`src/hw/rtl/npt_pkg.sv`:
```
// Shared types and constants of the nearest path point tracker.
package npt_pkg;

    localparam int MAX_POINTS = 2048;
    localparam int COORD_BITS = 24;
    localparam int RAD_W      = 23;
    localparam int IDX_W      = $clog2(MAX_POINTS);
    localparam int CNT_W      = IDX_W + 1;
    localparam int DIFF_W     = COORD_BITS + 1;
    localparam int PROD_W     = 2 * DIFF_W;

    localparam logic [RAD_W-1:0] RADIUS_RESET = RAD_W'(102400);

    localparam logic [1:0] ACT_APPEND = 2'd0;
    localparam logic [1:0] ACT_QUERY  = 2'd1;
    localparam logic [1:0] ACT_CLEAR  = 2'd2;

    typedef struct packed {
        logic [1:0]                   action;
        logic signed [COORD_BITS-1:0] coord_x;
        logic signed [COORD_BITS-1:0] coord_y;
    } t_in_item;

    typedef struct packed {
        logic [IDX_W-1:0] nearest_index;
        logic             found;
    } t_out_item;

endpackage

```
`src/hw/rtl/npt_mul.sv`:
```
// Shared unsigned multiplier with a registered product, used for every square.
module npt_mul (
    input  logic                          i_clk,
    input  logic [npt_pkg::DIFF_W-1:0]    i_a,
    input  logic [npt_pkg::DIFF_W-1:0]    i_b,
    output logic [npt_pkg::PROD_W-1:0]    o_p
);

    always_ff @(posedge i_clk) begin
        o_p <= npt_pkg::PROD_W'(i_a) * npt_pkg::PROD_W'(i_b);
    end

endmodule

```
`config.mk`:
```
export PLATFORM = sky130hd
export DESIGN_NAME = npt_mul
export DESIGN_NICKNAME = d
export VERILOG_FILES = /design/src/hw/rtl/npt_pkg.sv /design/src/hw/rtl/npt_mul.sv
export SDC_FILE = /design/constraint.sdc
export NUM_CORES = 2
export LEC_CHECK = 0
export BUFFER_PORTS_ARGS = -buffer_cell sky130_fd_sc_hd__buf_2
export CAP_MARGIN = 20
export CORE_MARGIN = 1.5
export CORE_UTILIZATION = 25
export DETAILED_ROUTE_END_ITERATION = 6
export HOLD_SLACK_MARGIN = 0.03
export SETUP_SLACK_MARGIN = 0.05
export SLEW_MARGIN = 10
export SYNTH_ARGS = -nofsm -noshare
export SYNTH_HDL_FRONTEND = slang
export SYNTH_SLANG_ARGS = --single-unit
```
`constraint.sdc`:
```
create_clock -name i_clk -period 6.9 [get_ports i_clk]
set_input_delay 0 -clock i_clk [delete_from_list [all_inputs] [get_ports i_clk]]
set_output_delay 0 -clock i_clk [all_outputs]
set_load 0.02 [all_outputs]
```
# Yosys cells after proc, flatten, opt, wreduce, memory -nomap -nowiden
# Index checks and enable logic that the tools add are counted.
# Widths: inputs -> output; s select.
[op_classes]
mul = 1
[ops]
columns = ["operator", "n"]
rows = [
  ["$mul 25x25->50", 1],
]
[word_totals]
ff_bits = 50
wordCells = 2

# Depth between registers and ports, before layout
[logic_depth]
depth_word = 1
depth_mapped = 26
mapped_depth_nobuf = 24

# Least setup slack after synthesis
# OpenSTA, ideal clock, no wires.
[synth_path]
path_type = "input to register"
startpoint = "input port i_b[4] (netlist name)"
endpoint = "register o_p[45] (netlist name)"
setup_ns = 0.135
arrival_ns = 6.036
required_time_ns = 6.765
slack_ns = 0.728
stages = 24
path_buffers = 2
path_cell_list = "clkbuf_1 > nand2_1 > fa_1 > inv_1 > fa_1 > inv_1 > fa_1 > fa_1 > inv_1 > fa_1 > fa_1 > inv_1 > fa_1 > inv_1 > ha_1 > buf_2 > a21o_1 > a31oi_1 > nand2b_1 > a2111o_1 > a21oi_2 > o31ai_4 > a2111oi_0 > a311oi_1"
[synth_via]
elab_chain_len = 1
[synth_rtl]
columns = ["item", "line_no", "text"]
rows = [
  ["start: declaration", "npt_mul.sv:5", "input logic [npt_pkg::DIFF_W-1:0] i_b,"],
  ["$mul 25x25->50", "npt_mul.sv:10", "o_p <= npt_pkg::PROD_W'(i_a) * npt_pkg::PROD_W'(i_b);"],
  ["end signal: assignment", "npt_mul.sv:10", ""],
  ["end: declaration", "npt_mul.sv:6", "output logic [npt_pkg::PROD_W-1:0] o_p"],
]
# Every way passes these cells.

# Final worst setup path
[layout_path]
startpoint = "input port i_a[10] (netlist name)"
endpoint = "register o_p[45] (netlist name)"
[layout_via]
elab_chain_len = 1
[layout_rtl]
columns = ["item", "line_no", "text"]
rows = [
  ["start: declaration", "npt_mul.sv:4", "input logic [npt_pkg::DIFF_W-1:0] i_a,"],
  ["$mul 25x25->50", "npt_mul.sv:10", ""],
]
# Every way passes these cells.

==> flow_summary.toml <==
[timing]
worst_slack_ns = 0.414
finalMaxSlewViolations = 0
setup_viol = 0
tightest_slew_ns = 0.656
fin_crit_ns = 6.49
relSlewSlack = 0.556
finalHoldViolCount = 0
tns_ns = 0
fmax_mhz = 154
fin_crit_sh = 0.940
grt_setup_unrepaired = "no"

[placed_design]
pre_cts_ws_ns = 0.0960
portBuffers = 100
place.gp.congestion = 0.888
dpl.hpwl_mm = 51.7

[synth]
postSynthCellCount = 2415
async_reset_ff_frac = 0
synth.distinct_cells = 58
ys_seq_area_frac = 0.0459
synth.top_cell.area_share = 0.483
synthAdderAreaFrac = 0.590
netlist_area_um2 = 21800
synth-edff-count = 0
synth_most_common_cell = "inv_1"
synth_top_family_by_area = "adder cells"
synth.area.top_cells = "fa_1 (48%), ha_1 (11%), inv_1 (10%)"
ys_warn_count = 0
synth-seq-cells = 50
synthTopCellsByCount = "inv_1 (596), fa_1 (526), and2_1 (338), nand2_1 (320), ha_1 (185)"
yosys.area.top_type = "fa_1"
syn-num-nets = 3177
synthMuxAreaShare = 0.00103
synth_xor_area_frac = 0.0177
syn_avg_cell_area_um2 = 9.02
synth_compound_area_frac = 0.0523
synth_ff_type = "dfxtp_1"
synth-simple-area-share = 0.171

[hold_path]
hold_path.class = "in -> reg"

[finish]
drive_gt1_frac = 0.0778
multi_input_area_um2 = 18100
reg_top3 = "o_p: 50 flops"
fill_cells = 9265
largest-register = "o_p"
seq_area_um2 = 1000
nNetsFinal = 3242
area_growth_pct = 10.5
largest_register_ffs = 50

[die]
die-area_um2 = 88900
die_h_um = 298
die_w_um = 298
num_rows = 108
coreArea_um2 = 86600
initial_utilization = 0.252
io_pins = 101

[global_route]
grt.total_usage = 0.137
antenna_found_initial = 13
grt-ovfl-total = 0
grt_pass1_wl_mm = 95.0
grt_max_degree = 26
grt_pass1_vias = 17194

[detailed_routing]
dr.pass1.iters = 7
vias = 15852
wl_met2_mm = 31.5
drt_iter0_markers = 664
top_layer_used = "met5"
met3_length_mm = 2.56
viasPerCell = 4.36
ant_nets = 0
drt_wl_total_mm = 59.3
drc = 2
drt-met1-wl_mm = 23.3
wl_per_cell_um = 16.3

[worst_setup_path]
arrival_ns = 6.67
cp-end-kind = "flip-flop"
critPathLaunchType = "input pin"
crit_required_ns = 7.08
critical_path_class = "in -> reg"
worstPathMaxFanout = 16

[cts]
cts_buffer_depth = 2
cts-root-buf = "clkbuf_16"
clkTransAtPathRegs_ns = 0.07
clkSinkCount = 50
h-tree-depth = 2
numCtsBuffers = 5
cts_tree = "yes"

[run_status]
violations = "design-rule violations"
run_status = "finished, violations left"

[run]
cap_violations = 0
[per-layer routing]
metal,up-vias,global-route usage
li1,7157,-
met1,8217,0.165
met2,371,0.251
met3,105,0.0202
met4,2,0.0393
met5,-,0
[critical path, cell delays in order]
cell       delay, ns
buf_2           0.31
buf_4           0.25
nand2_1         0.09
fa_1            0.49
fa_1            0.55
inv_1           0.09
fa_1            0.49
fa_1            0.57
fa_1            0.43
fa_1            0.52
inv_1           0.06
fa_1            0.47
inv_1           0.04
ha_1            0.27
a21o_1          0.18
a31oi_1         0.26
nand2b_1        0.10
a2111o_1        0.51
a21oi_2         0.33
o31ai_4         0.14
a2111oi_0       0.41
a311oi_1        0.09
[stage by stage]
stage	area, um^2	hold slack, ns	cells	util
after global routing	24100	0.209	3637	0.278
after detailed placement	23900	0.416	3628	0.276
after CTS	24100	0.191	3636	0.278
after global placement	23900	0.415	3628	0.276
final	24100	0.205	3639	0.278
after floorplan	21800	0.127	2415	-
[cell type report]
type	count	area share
clock inverters	2	0.00156
clock buffers	6	0.00535
repair buffers	173	0.0461
well taps	1155	0.0600
diodes	3	0.000312
flip-flops and latches	50	0.0416
multi-input cells	1654	0.752
inverters	596	0.0929
[cells in the final DEF, fill, tap and decap left out, types with 4 or more instances in the layout]
cell       instances
nand3_1           12
inv_1            596
dfxtp_1           50
nand2_1          320
xnor2_1           29
buf_4             68
xor2_1            15
fa_1             526
a21oi_1           48
a31oi_1            7
a211o_1            5
o21ai_0           17
clkbuf_16          5
a211oi_1           4
and2_1           338
o21bai_1           9
nor3_1             6
a21o_1            37
and3_1            14
nor2_1            20
or3_1              4
nand4_1            5
buf_2            100
ha_1             185
buf_12             5
[path summary, 6_finish.rpt]
path / start / endpoint / slack, ns / depth (start not counted)
setup / recovery: i_a[10] / o_p[45] / 0.41 / 22
hold / removal: i_b[0] / o_p[0] / 0.21 / 2
[repair_timing]
| action | 4_1_cts | 5_1_grt |
|---|---|---|
| buffers inserted | 0 | 0 |
| hold buffers | 0 | 0 |
| resized for setup | 0 | 1 |
| setup endpoints to repair | 0 | 1 |
[kinds of logic (layout without fill, tap and decap cells)]
logic type,after synthesis,after routing
AOI/OAI and AO/OA,165,165
other,0,3
DFF,50,50
adders and majority gates,711,711
muxes,2,2
xor gates and xnor gates,44,44
buffers and inverters,711,777
and+or+nand+nor,732,732
Power is left out: the tool's default activity adds up to more than one toggle a clock period on the data nets, which glitch-free logic cannot reach.
